==> src/lafk_pkg.sv <==
package lafk_pkg;

	localparam int CORDIC_STAGES = 16;
	localparam int FRAC_BITS     = 13;

	// Angle / CORDIC datapath width (Q30 radians, guard for +-2*pi sums)
	localparam int AW = 36;

	localparam int TABLE_LEN = 24;
	localparam logic signed [AW-1:0] PI_Q30      = 36'sd3373259426;
	localparam logic signed [AW-1:0] HALF_PI_Q30 = 36'sd1686629713;
	localparam logic signed [AW-1:0] TWO_PI_Q30  = 36'sd6746518852;
	localparam logic signed [AW-1:0] GAIN_Q30    = 36'sd652032874;

	localparam logic [13:0] UPPER_RST = 14'd5014;
	localparam logic [13:0] LOWER_RST = 14'd4686;
	localparam logic [13:0] BASE_RST  = 14'd4235;

	// Register indexes
	localparam logic [1:0] REG_UPPER = 2'd0;
	localparam logic [1:0] REG_LOWER = 2'd1;
	localparam logic [1:0] REG_BASE  = 2'd2;

	function automatic logic signed [AW-1:0] atan_q30(input int i);
		logic signed [AW-1:0] t;
		begin
			unique case (i)
				0: t = 36'sd843314857;
				1: t = 36'sd497837829;
				2: t = 36'sd263043837;
				3: t = 36'sd133525159;
				4: t = 36'sd67021687;
				5: t = 36'sd33543516;
				6: t = 36'sd16775851;
				7: t = 36'sd8388437;
				8: t = 36'sd4194283;
				9: t = 36'sd2097149;
				10: t = 36'sd1048576;
				11: t = 36'sd524288;
				12: t = 36'sd262144;
				13: t = 36'sd131072;
				14: t = 36'sd65536;
				15: t = 36'sd32768;
				16: t = 36'sd16384;
				17: t = 36'sd8192;
				18: t = 36'sd4096;
				19: t = 36'sd2048;
				20: t = 36'sd1024;
				21: t = 36'sd512;
				22: t = 36'sd256;
				default: t = 36'sd128;
			endcase
			return t;
		end
	endfunction

	// One CORDIC micro-rotation lane state
	typedef struct packed {
		logic signed [AW-1:0] x;
		logic signed [AW-1:0] y;
		logic signed [AW-1:0] z;
		logic                 flip;
	} rot_t;

endpackage

==> src/lafk_regs.sv <==
// APB register file for link lengths and base offset.
module lafk_regs (
	input  logic        clk,
	input  logic        arst_n,
	input  logic        psel,
	input  logic        penable,
	input  logic        pwrite,
	input  logic [3:0]  paddr,
	input  logic [31:0] pwdata,
	output logic [31:0] prdata,
	output logic [13:0] upper_q,
	output logic [13:0] lower_q,
	output logic [13:0] base_q
);
	logic [1:0] idx;
	assign idx = paddr[3:2];

	always_ff @(posedge clk or negedge arst_n) begin
		if (!arst_n) begin
			upper_q <= lafk_pkg::UPPER_RST;
			lower_q <= lafk_pkg::LOWER_RST;
			base_q  <= lafk_pkg::BASE_RST;
		end else if (psel && penable && pwrite) begin
			unique case (idx)
				lafk_pkg::REG_UPPER: upper_q <= pwdata[13:0];
				lafk_pkg::REG_LOWER: lower_q <= pwdata[13:0];
				lafk_pkg::REG_BASE:  base_q  <= pwdata[13:0];
				default: ;
			endcase
		end
	end

	always_comb begin
		unique case (idx)
			lafk_pkg::REG_UPPER: prdata = {18'd0, upper_q};
			lafk_pkg::REG_LOWER: prdata = {18'd0, lower_q};
			lafk_pkg::REG_BASE:  prdata = {18'd0, base_q};
			default:             prdata = 32'd0;
		endcase
	end
endmodule

==> config.mk <==
export PLATFORM = sky130hd
export DESIGN_NAME = lafk_regs
export DESIGN_NICKNAME = d
export VERILOG_FILES = /design/src/lafk_pkg.sv /design/src/lafk_regs.sv
export SDC_FILE = /design/constraint.sdc
export NUM_CORES = 1
export LEC_CHECK = 0
export BUFFER_PORTS_ARGS = -buffer_cell sky130_fd_sc_hd__buf_2
export CAP_MARGIN = 20
export CORE_ASPECT_RATIO = 0.6
export CORE_MARGIN = 4
export CORE_UTILIZATION = 49
export CTS_BUF_LIST = sky130_fd_sc_hd__clkbuf_8
export DETAILED_ROUTE_END_ITERATION = 10
export PLACE_DENSITY = 0.87
export SETUP_SLACK_MARGIN = 0.4
export SYNTH_ARGS = -nofsm -noshare
export SYNTH_HDL_FRONTEND = slang
export SYNTH_SLANG_ARGS = --single-unit
==> constraint.sdc <==
create_clock -name clk -period 2.1 [get_ports clk]
set_input_delay 0.105 -clock clk [delete_from_list [all_inputs] [get_ports clk]]
set_output_delay 0.105 -clock clk [all_outputs]
set_load 0.02 [all_outputs]
* After elaboration in Yosys (flattened, before gate mapping)
Index checks and enable logic that the tools add are counted.
** Word-level totals
- Flip-flop bits (word level) :: 42
- Output and inout port bits :: 74
- Bits of input ports :: 41
** Cells by class
- Eq/ne operators :: 2
- Reductions and logical operators :: 6
- Muxes and demuxes :: 1
** Operator list (number)
- 14-bit one-hot mux with 3 select lines :: 1
- 2-bit AND reduction :: 3
- 2-bit by 1-bit == test with 1-bit output (second input constant) :: 1
- 2-bit == test (second input constant) :: 1
- 1-bit logical AND :: 2
- 2-bit zero test :: 1

* Longest topological paths before layout
- Word-level depth :: 3
- Gate-level depth with buffers :: 5
- Depth with buffers taken out :: 3

* Least setup slack after synthesis
OpenSTA, ideal clock, no wires.
- Path type :: input to register
- From :: in pwrite
- To :: reg lower_q[10]
- Slack :: 794 ps
- Arrival :: 1181 ps
- Required time :: 1975 ps
- Buffers on the path :: 2
- Stages :: 5
- Cells stage by stage :: nand3_1 -> or3b_1 -> buf_2 -> buf_6 -> mux2_4
** On the way
- Cells in the longest elaborated chain, start to end :: 2
** RTL lines
- start: declaration :: RTL line lafk_regs.sv:7 : input logic pwrite,
- 1-bit logical AND :: RTL line lafk_regs.sv:23 : end else if (psel && penable && pwrite) begin
- 2-bit AND reduction (no source line)
- end signal: assignment :: RTL line lafk_regs.sv:21 : lower_q <= lafk_pkg::LOWER_RST;
- end signal: assignment :: RTL line lafk_regs.sv:26 : lafk_pkg::REG_LOWER: lower_q <= pwdata[13:0];
- end: declaration :: RTL line lafk_regs.sv:12 : output logic [13:0] lower_q,
No other way between the ends.
A chain may end at the register's enable or synchronous reset.

* Worst setup path after layout
- From :: reg upper_q[7]
- To :: out prdata[7]
** On the way
- Cells in the longest elaborated chain, start to end :: 1
** RTL lines
- start: declaration :: RTL line lafk_regs.sv:11 : output logic [13:0] upper_q,
- start signal: assignment :: RTL line lafk_regs.sv:20 : upper_q <= lafk_pkg::UPPER_RST;
- start signal: assignment :: RTL line lafk_regs.sv:25 : lafk_pkg::REG_UPPER: upper_q <= pwdata[13:0];
- 14-bit one-hot mux with 3 select lines :: RTL line lafk_regs.sv:34 : unique case (idx)
- end: declaration :: RTL line lafk_regs.sv:10 : output logic [31:0] prdata,
No other way between the ends.

==> impl_metrics.py <==
metrics = {
    "clocking": {
        "cts_tree": "built",
        "ctsHtreeMaxLevel": 2,
        "clk_latency_ps": 280,
        "cts-buffers-inserted": 5,
        "cts_buffer_depth": 2,
        "cts-root-buf": "clkbuf_8",
        "post_cts_resized": 0,
        "clock-sinks": 42,
        "clk_pin_slew_worst_paths_ps": 70,
    },
    "setup_path": {
        "arrival_ps": 1310,
        "worstPathRequired_ps": 2000,
        "worstSetupEndpointType": "primary output",
        "worst-path-max-fanout": 3,
        "start_kind": "flip-flop",
        "crit_type": "flip-flop to primary output",
    },
    "die": {
        "die-area_um2": 5373,
        "die_h_um": 58.40,
        "rows": 18,
        "pin_count": 115,
        "die_x_um": 92,
        "initial_core_util_pct": 50.61,
        "core_um2": 4099,
    },
    "sta": {
        "max_freq_mhz": 708.9,
        "fin_skew_ps": 0,
        "post-route-min-period_ps": 1411,
        "setup_viol": 0,
        "maxSlewHeadroom_pct": 38.06,
        "slew_viol_final": 0,
        "fin_setup_tns_ps": 0,
        "period_share_pct": 67.17,
        "final_hold_viol_count": 0,
        "grt_setup_unrepaired": "no",
        "tightest_slew_ps": 929.2,
    },
    "global_routing": {
        "grt_max_degree": 43,
        "grt_use_total_pct": 17.10,
        "antenna_found_initial": 0,
        "grt_pass1_vias": 1420,
        "grt_pass1_wl_um": 7203,
        "grt.overflow.total": 0,
    },
    "synth": {
        "synth_area_um2": 2074,
        "ys_seq_area_share_pct": 51.75,
        "synth_seq_cells": 42,
        "synth_area_per_cell_um2": 13.13,
        "synthCells": 158,
        "yosysWarnings": 0,
        "ys_types": 17,
    },
    "drt": {
        "vias_per_cell": 4.713,
        "drc": 0,
        "drtIter0Drc": 62,
        "post_drt_wl_per_cell_um": 14.77,
        "dr_total_vias": 1428,
        "antenna_left": 0,
        "drt-total-wl_um": 4476,
        "drt_first_pass_iters": 4,
    },
    "layout": {
        "synthToLayoutAreaGrowth_pct": 25.15,
        "mostFrequentLayoutCell": "buf_2",
        "nets": 283,
        "nFillCells": 343,
        "final_cell_mix": "76 x buf_2, 32 x mux2_2, 24 x dfrtp_1",
        "final_area_um2": 2596,
        "diodes": 0,
        "final_core_util_pct": 63.34,
        "drive_gt1_share_pct": 62.96,
    },
    "status": {
        "outcome": "completed",
    },
    "placed_design": {
        "io_buffers": 76,
        "hpwl_um": 3361,
        "gp_congestion": 0.7465,
        "place_area_um2": 2480,
    },
    "hold_path": {
        "hp-class": "primary input to flip-flop",
    },
    "power_and_ir_drop": {
        "pwr_density_cell_nw_per_um2": 1058,
        "peakVddDrop_uv": 482.3,
        "p_leak_nw": 1.332,
    },
    "job": {
        "drv_cap": 0,
    },
}
synthesized netlist by cell type:
library cell | count | area, um2
mux2_2 | 32 | 360.4
dfrtp_1 | 24 | 600.6
buf_4 | 19 | 142.6
dfstp_2 | 18 | 473.0
mux2i_1 | 14 | 140.1
nand2_1 | 14 | 52.55
o21ai_0 | 14 | 70.07
mux2_4 | 10 | 150.1
buf_2 | 4 | 20.02
clkbuf_1 | 2 | 7.510
buf_6 | 1 | 11.26
conb_1 | 1 | 3.750
nand3_1 | 1 | 5.000
nor2b_1 | 1 | 6.260
nor3_2 | 1 | 10.01
nor3b_2 | 1 | 12.51
or3b_1 | 1 | 8.760
flip-flops by register name, summed over array words and instances, names as in the netlist:
register,cells
lower_q,14
base_q,14
upper_q,14
power by group:
group	internal, W	total (W)	switching, W	leakage [nW]
registers	0.00106	0.00120	0.000143	0.483
logic	0.000391	0.000951	0.000559	0.788
clock network	0.000346	0.000594	0.000248	0.0607
total	0.00180	0.00275	0.000951	1.33
layout make-up:
| type | count | area (um2) | area share, % |
|---|---|---|---|
| clock buffer | 5 | 68.82 | 2.651 |
| timing repair buffer | 86 | 457.9 | 17.64 |
| clock inverter | 3 | 37.54 | 1.446 |
| multi-input combinational | 107 | 883.3 | 34.02 |
| tap | 60 | 75.07 | 2.892 |
| sequential | 42 | 1074 | 41.35 |
worst paths after layout:
check / slack (ps) / cells after the start / start / end
setup / recovery: 690 / 3 / upper_q[7] / prdata[7]
hold / removal: 80 / 2 / pwdata[11] / lower_q[11]
setup reg to reg: 1310 / 1 / base_q[2] / base_q[2]
hold reg to reg: 530 / 1 / upper_q[3] / upper_q[3]
max in group asynchronous: 1020 / 2 / arst_n / upper_q[10]
min in group asynchronous: 510 / 2 / arst_n / base_q[6]
kinds of logic (layout without fill, tap and decap cells):
logic type	count (synthesis)	in the layout	synth area share, %
multiplexers	56	56	31.36
AO/OA/AOI/OAI	14	14	3.378
buffers and inverters	26	94	8.746
flip-flops	42	42	51.75
other	1	18	0.1808
AND/OR/NAND/NOR	19	19	4.584
metrics by stage:
stage	worst slack (ps)	hold WS [ps]	instances	total power [W]
final	689.4	78.07	303	0.002746
after global routing	617.3	67.91	303	0.002902
after CTS	700.7	68.75	303	0.002773
after detailed placement	414.0	285.8	294	0.002175
after global placement	432.4	276.5	294	0.002150
after floorplan	794.3	-190.6	175	0.001847
per-layer routing:
| metal | up-vias | routed length [um] | GRT usage (%) |
|---|---|---|---|
| met1 | 700 | 2174 | 24.63 |
| li1 | 684 | - | - |
| met2 | 42 | 2017 | 26.45 |
| met4 | 0 | 14 | 2.537 |
| met3 | 2 | 269 | 4.981 |
| met5 | - | 0 | 0 |
worst max-delay path, stage by stage (launching register included):
cell and delay, ps:
dfstp_2 550, mux2i_1 60, o21ai_0 210, buf_2 210
repair_timing:
| action | in CTS | in global routing |
|---|---|---|
| buffers inserted | 0 | 0 |
| endpoints found under the setup margin | 0 | 0 |
| endpoints found under the hold margin | 24 | 0 |
| hold buffers | 1 | 0 |
Power figures use the tool's default switching activity.
