## config.mk

```make
export PLATFORM = sky130hd
export DESIGN_NAME = lafk_cell
export DESIGN_NICKNAME = d
export VERILOG_FILES = /design/src/lafk_pkg.sv /design/src/lafk_cell.sv
export SDC_FILE = /design/constraint.sdc
export NUM_CORES = 1
export LEC_CHECK = 0
export BUFFER_PORTS_ARGS = -buffer_cell sky130_fd_sc_hd__buf_2
export CORE_MARGIN = 1
export CORE_UTILIZATION = 25
export DETAILED_ROUTE_END_ITERATION = 6
export GPL_TIMING_DRIVEN = 0
export SLEW_MARGIN = 5
export SYNTH_ARGS = -nofsm -noshare
export SYNTH_HDL_FRONTEND = slang
export SYNTH_SLANG_ARGS = --single-unit
```

## constraint.sdc

```tcl
create_clock -name clk -period 4.3 [get_ports clk]
set_input_delay 0.43 -clock clk [delete_from_list [all_inputs] [get_ports clk]]
set_output_delay 0.43 -clock clk [all_outputs]
set_load 0.02 [all_outputs]
```

## src/lafk_pkg.sv

```systemverilog
package lafk_pkg;

	localparam int CORDIC_STAGES = 16;
	localparam int FRAC_BITS     = 13;

	// Angle / CORDIC datapath width (Q30 radians, guard for +-2*pi sums)
	localparam int AW = 36;

	localparam int TABLE_LEN = 24;
	localparam logic signed [AW-1:0] PI_Q30      = 36'sd3373259426;
	localparam logic signed [AW-1:0] HALF_PI_Q30 = 36'sd1686629713;
	localparam logic signed [AW-1:0] TWO_PI_Q30  = 36'sd6746518852;
	localparam logic signed [AW-1:0] GAIN_Q30    = 36'sd652032874;

	localparam logic [13:0] UPPER_RST = 14'd5014;
	localparam logic [13:0] LOWER_RST = 14'd4686;
	localparam logic [13:0] BASE_RST  = 14'd4235;

	// Register indexes
	localparam logic [1:0] REG_UPPER = 2'd0;
	localparam logic [1:0] REG_LOWER = 2'd1;
	localparam logic [1:0] REG_BASE  = 2'd2;

	function automatic logic signed [AW-1:0] atan_q30(input int i);
		logic signed [AW-1:0] t;
		begin
			unique case (i)
				0: t = 36'sd843314857;
				1: t = 36'sd497837829;
				2: t = 36'sd263043837;
				3: t = 36'sd133525159;
				4: t = 36'sd67021687;
				5: t = 36'sd33543516;
				6: t = 36'sd16775851;
				7: t = 36'sd8388437;
				8: t = 36'sd4194283;
				9: t = 36'sd2097149;
				10: t = 36'sd1048576;
				11: t = 36'sd524288;
				12: t = 36'sd262144;
				13: t = 36'sd131072;
				14: t = 36'sd65536;
				15: t = 36'sd32768;
				16: t = 36'sd16384;
				17: t = 36'sd8192;
				18: t = 36'sd4096;
				19: t = 36'sd2048;
				20: t = 36'sd1024;
				21: t = 36'sd512;
				22: t = 36'sd256;
				default: t = 36'sd128;
			endcase
			return t;
		end
	endfunction

	// One CORDIC micro-rotation lane state
	typedef struct packed {
		logic signed [AW-1:0] x;
		logic signed [AW-1:0] y;
		logic signed [AW-1:0] z;
		logic                 flip;
	} rot_t;

endpackage

```

## src/lafk_cell.sv

```systemverilog
// One CORDIC stage: rotates three angle lanes by atan(2^-IDX).
module lafk_cell #(
	parameter int IDX = 0
) (
	input  logic                 clk,
	input  lafk_pkg::rot_t [2:0] rot_i,
	output lafk_pkg::rot_t [2:0] rot_o
);
	localparam logic signed [lafk_pkg::AW-1:0] ATAN = lafk_pkg::atan_q30(IDX);

	lafk_pkg::rot_t [2:0] nxt;

	always_comb begin
		for (int k = 0; k < 3; k++) begin
			nxt[k].flip = rot_i[k].flip;
			if (!rot_i[k].z[lafk_pkg::AW-1]) begin
				nxt[k].x = rot_i[k].x - (rot_i[k].y >>> IDX);
				nxt[k].y = rot_i[k].y + (rot_i[k].x >>> IDX);
				nxt[k].z = rot_i[k].z - ATAN;
			end else begin
				nxt[k].x = rot_i[k].x + (rot_i[k].y >>> IDX);
				nxt[k].y = rot_i[k].y - (rot_i[k].x >>> IDX);
				nxt[k].z = rot_i[k].z + ATAN;
			end
		end
	end

	always_ff @(posedge clk) begin
		rot_o <= nxt;
	end
endmodule

```

# Word-level counts from Yosys, hierarchy flattened
# Cells that the tools add are included.
# W data, S select, Z words.
# totals
reg_bits	327
inputBits	328
# classes
add_sub_neg	15
n_mux	3
# op_table
op	count
$mux W108	3
$sub A36 B36 Y36	6
$add A36 B31 Y36 const B	3
$add A36 B36 Y36	3
$sub A36 B31 Y36 const B	3

# Depth between registers and ports, before layout
# Gate-level depths: netlist of run 1.
# logic_depth
depth_word	2
depth_mapped	15
mapped_depth_nobuf	14

# Worst setup path before layout of run 1
# OpenSTA, ideal clock, no wires.
# synth_path
kind	input port to flip-flop
from	input rot_i[254] (netlist bit)
to	register rot_o[253] (netlist bit)
arrival_time_ns	3.835
t_required_ns	4.177
path_slack_ns	0.342
cell_stages	14
cell_sequence	clkinv_1 clkbuf_1 ha_1 a211oi_1 o21ai_1 a31o_1 o211a_1 a211oi_1 o21ai_1 a31oi_1 o2111ai_1 a21oi_1 o21ai_1 xor2_1
# synth_lines
item	line_no	text
start: declaration	lafk_cell.sv:6	input lafk_pkg::rot_t [2:0] rot_i,
end signal: assignment	lafk_cell.sv:29	rot_o <= nxt;
end: declaration	lafk_cell.sv:7	output lafk_pkg::rot_t [2:0] rot_o

==> flow_summary.ini, run 1 <==
[routing]
routedWlPerCell_um = 21.6
wl_um = 130000
firstDrtPassIters = 6
ant_nets = 0
num_vias = 31000
vias_per_cell = 5.14
drt_iter0_markers = 2724
route.detailed.drc = 0

[critical_path]
required_ns = 4.80
startpoint = rot_i[36]
crit_chain = buf_4 > clkinv_4 > buf_12 > ha_1 > a21o_1 > a21oi_4 > o21ai_0 > a31oi_1 > o31ai_2 > a211oi_2 > o21a_2 > o21ai_0 > a21oi_1 > o21ai_2 > a21oi_2
cpPeakStageDelay_ns = 0.38
end_kind = register
slowest_stage = a31oi_1
crit_type = in -> reg
crit_arrival_ns = 4.64
start_kind = primary input
cp_max_fo = 22
timing.critical_path.mode_cell = o21ai_0

[grt]
grt_max_degree = 30
grt_pass1_wl_um = 188000
grt_pass1_vias = 30000
grt_antenna_before_repair = 52
grt_usage_pct = 21.0
grt-ovfl-total = 0

[clock_network]
cts_htree_levels = 2
clk_pin_slew_worst_paths_ns = 0.06
root_buffer = clkbuf_16
clock_sinks = 324
cts_tree = done
cts.path.max_buffers = 3
numCtsBuffers = 44
cts_setup_buffers = 0

[final_layout]
fin_area_mm2 = 0.0361
fin_cells = 6022
regMostFlops = rot_o
nNetsFinal = 5207
seq_area_mm2 = 0.00649
fin_util_pct = 31.4
layout_top_registers = rot_o x324
largest_register_ffs = 324
multi_input_area_mm2 = 0.0208
layout-drive-gt1-share_pct = 18.2
fill_cells = 12500
syn2layout_area_growth_pct = 23.7

[yosys]
synth.largest_area_cell = dfxtp_1
synth.distinct_cells = 87
syn_area_per_cell_um2 = 7.79
netlist_instances = 3742
synth_area_mm2 = 0.0292
synth.top_cell.area_share_pct = 22.2
ys_ff_latch = 324
yosys_warnings = 0
ys_dominant_reg_cell = dfxtp_1
synth_edf_count = 0
syn-num-nets = 4499
synthArstFlopShare_pct = 0
seq_area_frac_synth_pct = 22.2
netlist_top_cells_area = dfxtp_1 22%, ha_1 18%, a21oi_1 8.4%

[placement]
post-place-ws_ns = -2.42
dp_cells = 5911
place_congestion = 1.02
dp_hpwl_um = 108000
io_buffers = 654
placed_cell_area_mm2 = 0.0344

[sta]
setup_slack_ns = 0.156
worst_pin_slew_ns = 1.33
whs_ns = 0.0967
hold_viol = 0
fin_crit_ns = 4.14
relSlewSlack_pct = 11.2
max_freq_ghz = 0.241
maxSlewViolCount = 0
post-route-period-util_pct = 96.4
setup_violations = 0
fin_tns_setup_ns = 0

[pwr]
ir_worst_vdd_uv = 304
leakage_nw = 17.0
powerDensity_mw_per_mm2 = 379
total_power_mw = 13.7

[run]
max_cap_violations = 0

[floorplan]
initial_utilization_pct = 25.4
fp.dieArea_mm2 = 0.118
core_area_mm2 = 0.115
design.portCount = 655
rows = 124
fp.dieW_um = 344
fp.dieH_um = 344

[worst_hold_path]
holdCritStartpoint = rot_i[220]
min_path_type = in -> reg

[status]
outcome = complete, no violations
==> path summary, 6_finish.rpt <==
check | cells after the start | to
worst max-delay path | 15 | rot_o[36]$_DFF_P_
worst min-delay path | 2 | rot_o[220]$_DFF_P_
==> where the power goes <==
| group | internal [mW] | switching [mW] |
|---|---|---|
| sequential | 3.72 | 0.263 |
| combinational | 1.98 | 3.89 |
| clock | 2.29 | 1.54 |
==> final cells by class <==
type,count,share of cell area (%)
Sequential cell,324,18.0
Multi-Input combinational cell,2916,57.7
Tap cell,1512,5.25
Antenna cell,25,0.173
Inverter,354,3.72
Buffer,147,1.63
Timing Repair Buffer,663,9.39
Clock inverter,20,0.652
Clock buffer,61,3.48
==> placed cells by master (no fill, tap or decap), drive strengths merged, types with 129 or more instances in the layout <==
cell type / n
a21oi: 488
clkbuf: 165
xnor2: 246
inv: 347
dfxtp: 324
nand2: 165
buf: 700
ha: 417
o21bai: 129
nor2: 310
o21ai: 235
==> synth_stat cells, types with 30 or more instances <==
library cell / count
nor3_1: 69
a211oi_1: 41
a31oi_1: 32
mux2i_1: 55
a21oi_1: 487
o31ai_1: 30
ha_1: 417
nand3_1: 51
o21bai_1: 129
inv_1: 327
o21ai_0: 207
nand2b_1: 38
nand2_1: 165
buf_1: 30
a21o_1: 128
xnor2_1: 246
dfxtp_1: 324
nand4_1: 47
xor2_1: 54
clkbuf_1: 103
nor2_1: 310
o21a_1: 36
==> cell families (layout without fill, tap and decap cells) <==
group	count (synthesis)	count (layout)	synth area share [%]
flip-flops	324	324	22.2
multiplexers	56	56	1.93
AO/OA/AOI/OAI	1312	1312	28.3
buffers and inverters	502	1245	6.55
adder cells (fa/ha/maj)	429	429	18.7
other	0	25	0
AND/OR/NAND/NOR	819	819	13.2
XOR/XNOR	300	300	9.01
==> layer usage <==
metal | wire length [um] | part of all wire [%] | vias to the layer above | GRT usage, %
met3 | 11000 | 8.5 | 295 | 5.45
met4 | 5840 | 4.5 | 38 | 9.62
met5 | 254 | 0.20 | - | 0
li1 | - | - | 14700 | -
met1 | 54300 | 42 | 14500 | 26.2
met2 | 58400 | 45 | 1426 | 33.6
==> critical path, delay by kind of cell <==
kind	cells	cell delay, ns
adder cells (fa/ha/maj)	1	0.29
AO/OA/AOI/OAI	11	2.93
buffers and inverters	3	0.89
==> repair_timing <==
item / 4_1_cts / 5_1_grt
setup endpoints to repair: 21 / 13
endpoints found under the hold margin: 6 / 0
gates resized for setup: 12 / 8
hold buffers: 6 / 0
Power figures use the tool's default switching activity.
==> inputs of run 2 (changes only) <==
CORE_UTILIZATION = 45   (was 25)
PLACE_DENSITY = 0.68   (was default)
RECOVER_POWER = 100   (was default)
==> run 2 against run 1 <==
Utilization up 23 points; wire length is 11% lower; sequential share of layout area up 0.77 points; worst hold slack worse by 0.055 ns; die area is 44% lower; clock power decreased by 4%; flip-flop and latch count did not move; clock-buffer cell count decreased by 13.
==> flow_summary.ini, run 2 (synthesis results as in run 1) <==
[final_layout]
fin_cells = 5337
layout-drive-gt1-share_pct = 10.1
layout_top_registers = rot_o x324
syn2layout_area_growth_pct = 18.6
final_common_cell = a21oi_1
fin_util_pct = 54.4
largest_register_ffs = 324
final_cell_mix = 488 x a21oi_1, 458 x clkbuf_1, 417 x ha_1
fin_area_mm2 = 0.0346
fill_cells = 6511
regMostFlops = rot_o
nNetsFinal = 5200

[clock_network]
clock_sinks = 324
root_buffer = clkbuf_16
cts.path.max_buffers = 3
cts_tree = done
clk_pin_slew_worst_paths_ns = 0.06
numCtsBuffers = 40
cts_htree_levels = 2

[routing]
firstDrtPassIters = 6
route.detailed.drc = 0
routedWlPerCell_um = 21.6
wl_um = 115000
num_vias = 30700
ant_nets = 0
vias_per_cell = 5.75
drt_iter0_markers = 2819

[status]
outcome = complete, no violations

[sta]
fin_tns_setup_ns = 0
maxSlewViolCount = 0
setup_violations = 0
worst_pin_slew_ns = 1.18
max_freq_ghz = 0.239
hold_viol = 0
fin_crit_ns = 4.19
rsz0062_at_grt = false
post-route-period-util_pct = 97.3
relSlewSlack_pct = 21.4

[floorplan]
core_area_mm2 = 0.0635
initial_utilization_pct = 45.9
fp.dieW_um = 257
design.portCount = 655
rows = 92
fp.dieArea_mm2 = 0.0658
fp.dieH_um = 257

[placement]
place_congestion = 1.01
placed_cell_area_mm2 = 0.0335
dp_cells = 5244
io_buffers = 654
dp_hpwl_um = 93800

[run]
max_cap_violations = 0

[grt]
grt-ovfl-total = 0
grt_pass1_wl_um = 172000
met2_usage_pct = 53.9
grt_usage_pct = 33.2
grt_antenna_before_repair = 44
grt_max_degree = 30
met1_usage_pct = 41.3
busiest_layer = met2
grt_pass1_vias = 29200
use_met3_pct = 8.65

[critical_path]
crit_type = in -> reg
start_kind = primary input
cp_max_fo = 9
crit_arrival_ns = 4.69
end_kind = register
required_ns = 4.80

[pwr]
total_power_mw = 13.2
ir_worst_vdd_uv = 540
leakage_nw = 16.0
powerDensity_mw_per_mm2 = 381

[worst_hold_path]
min_path_type = in -> reg
## run 2: cell types whose count changed in the layout (fill, tap and decap cells not counted), moves of 4 or more
cell / delta
clkbuf_16: -4
buf_1: -11
clkbuf_1: +349
buf_2: -344
clkinv_4: -4
a21oi_1: +4
o21ai_1: -12
diode_2: -5
o21ai_0: +13
## run 2: power by group
part           leakage [nW]  total (mW)  internal, mW  switching, mW
Clock                 0.681        3.69          2.20           1.49
Combinational          12.6        5.54          1.77           3.77
Sequential             2.73        3.95          3.71          0.238
## run 2: metrics by stage
stage | hold slack [ns] | setup slack [ns]
5_1_grt | 0.0347 | 0.00538
2_1_floorplan | 0.458 | 0.342
6_report | 0.0421 | 0.115
3_5_place_dp | 0.534 | -0.973
4_1_cts | 0.00982 | 0.0712
3_3_place_gp | 0.536 | -1.54
## run 2: repair_timing
action                                  in CTS  in global routing
resized for setup                            4                  4
endpoints found under the setup margin       9                  4
pin swaps                                    0                  0
hold endpoints to repair                     3                  0
setup buffers                                0                  0
hold buffers                                 3                  0
gates cloned                                 0                  0
## run 2: path summary, 6_finish.rpt
check | from | end | slack (ns) | cells past startpoint
worst max-delay path | rot_i[154] | rot_o[181]$_DFF_P_ | 0.11 | 15
worst min-delay path | rot_i[110] | rot_o[110]$_DFF_P_ | 0.04 | 2
## run 2: area by class of cell
| class | instances | area, um2 | area share, % |
|---|---|---|---|
| timing repair buffer | 659 | 2930 | 8.47 |
| multi-input combinational | 2916 | 20700 | 60.0 |
| clock buffer | 48 | 1100 | 3.19 |
| clock inverter | 22 | 295 | 0.854 |
| tap | 846 | 1060 | 3.06 |
| inverter | 354 | 1340 | 3.86 |
| antenna | 20 | 50.0 | 0.145 |
| sequential | 324 | 6490 | 18.8 |
| buffer | 148 | 591 | 1.71 |
## run 2: critical path, stage by stage
cell	delay (ns)
clkbuf_1	0.16
inv_1	0.07
ha_1	0.27
clkbuf_1	0.39
nor3_1	0.25
o21ai_0	0.12
o21ai_0	0.15
a211o_1	0.38
a211o_1	0.43
a41oi_2	0.42
o21ai_1	0.25
a2111oi_0	0.50
o31ai_1	0.17
a21boi_0	0.52
xnor2_1	0.18
## run 2: per-layer routing
metal	up-vias	wire length (um)
li1	14600	-
met1	14200	46600
met2	1530	51500
met3	313	11600
met4	34	5280
met5	-	216
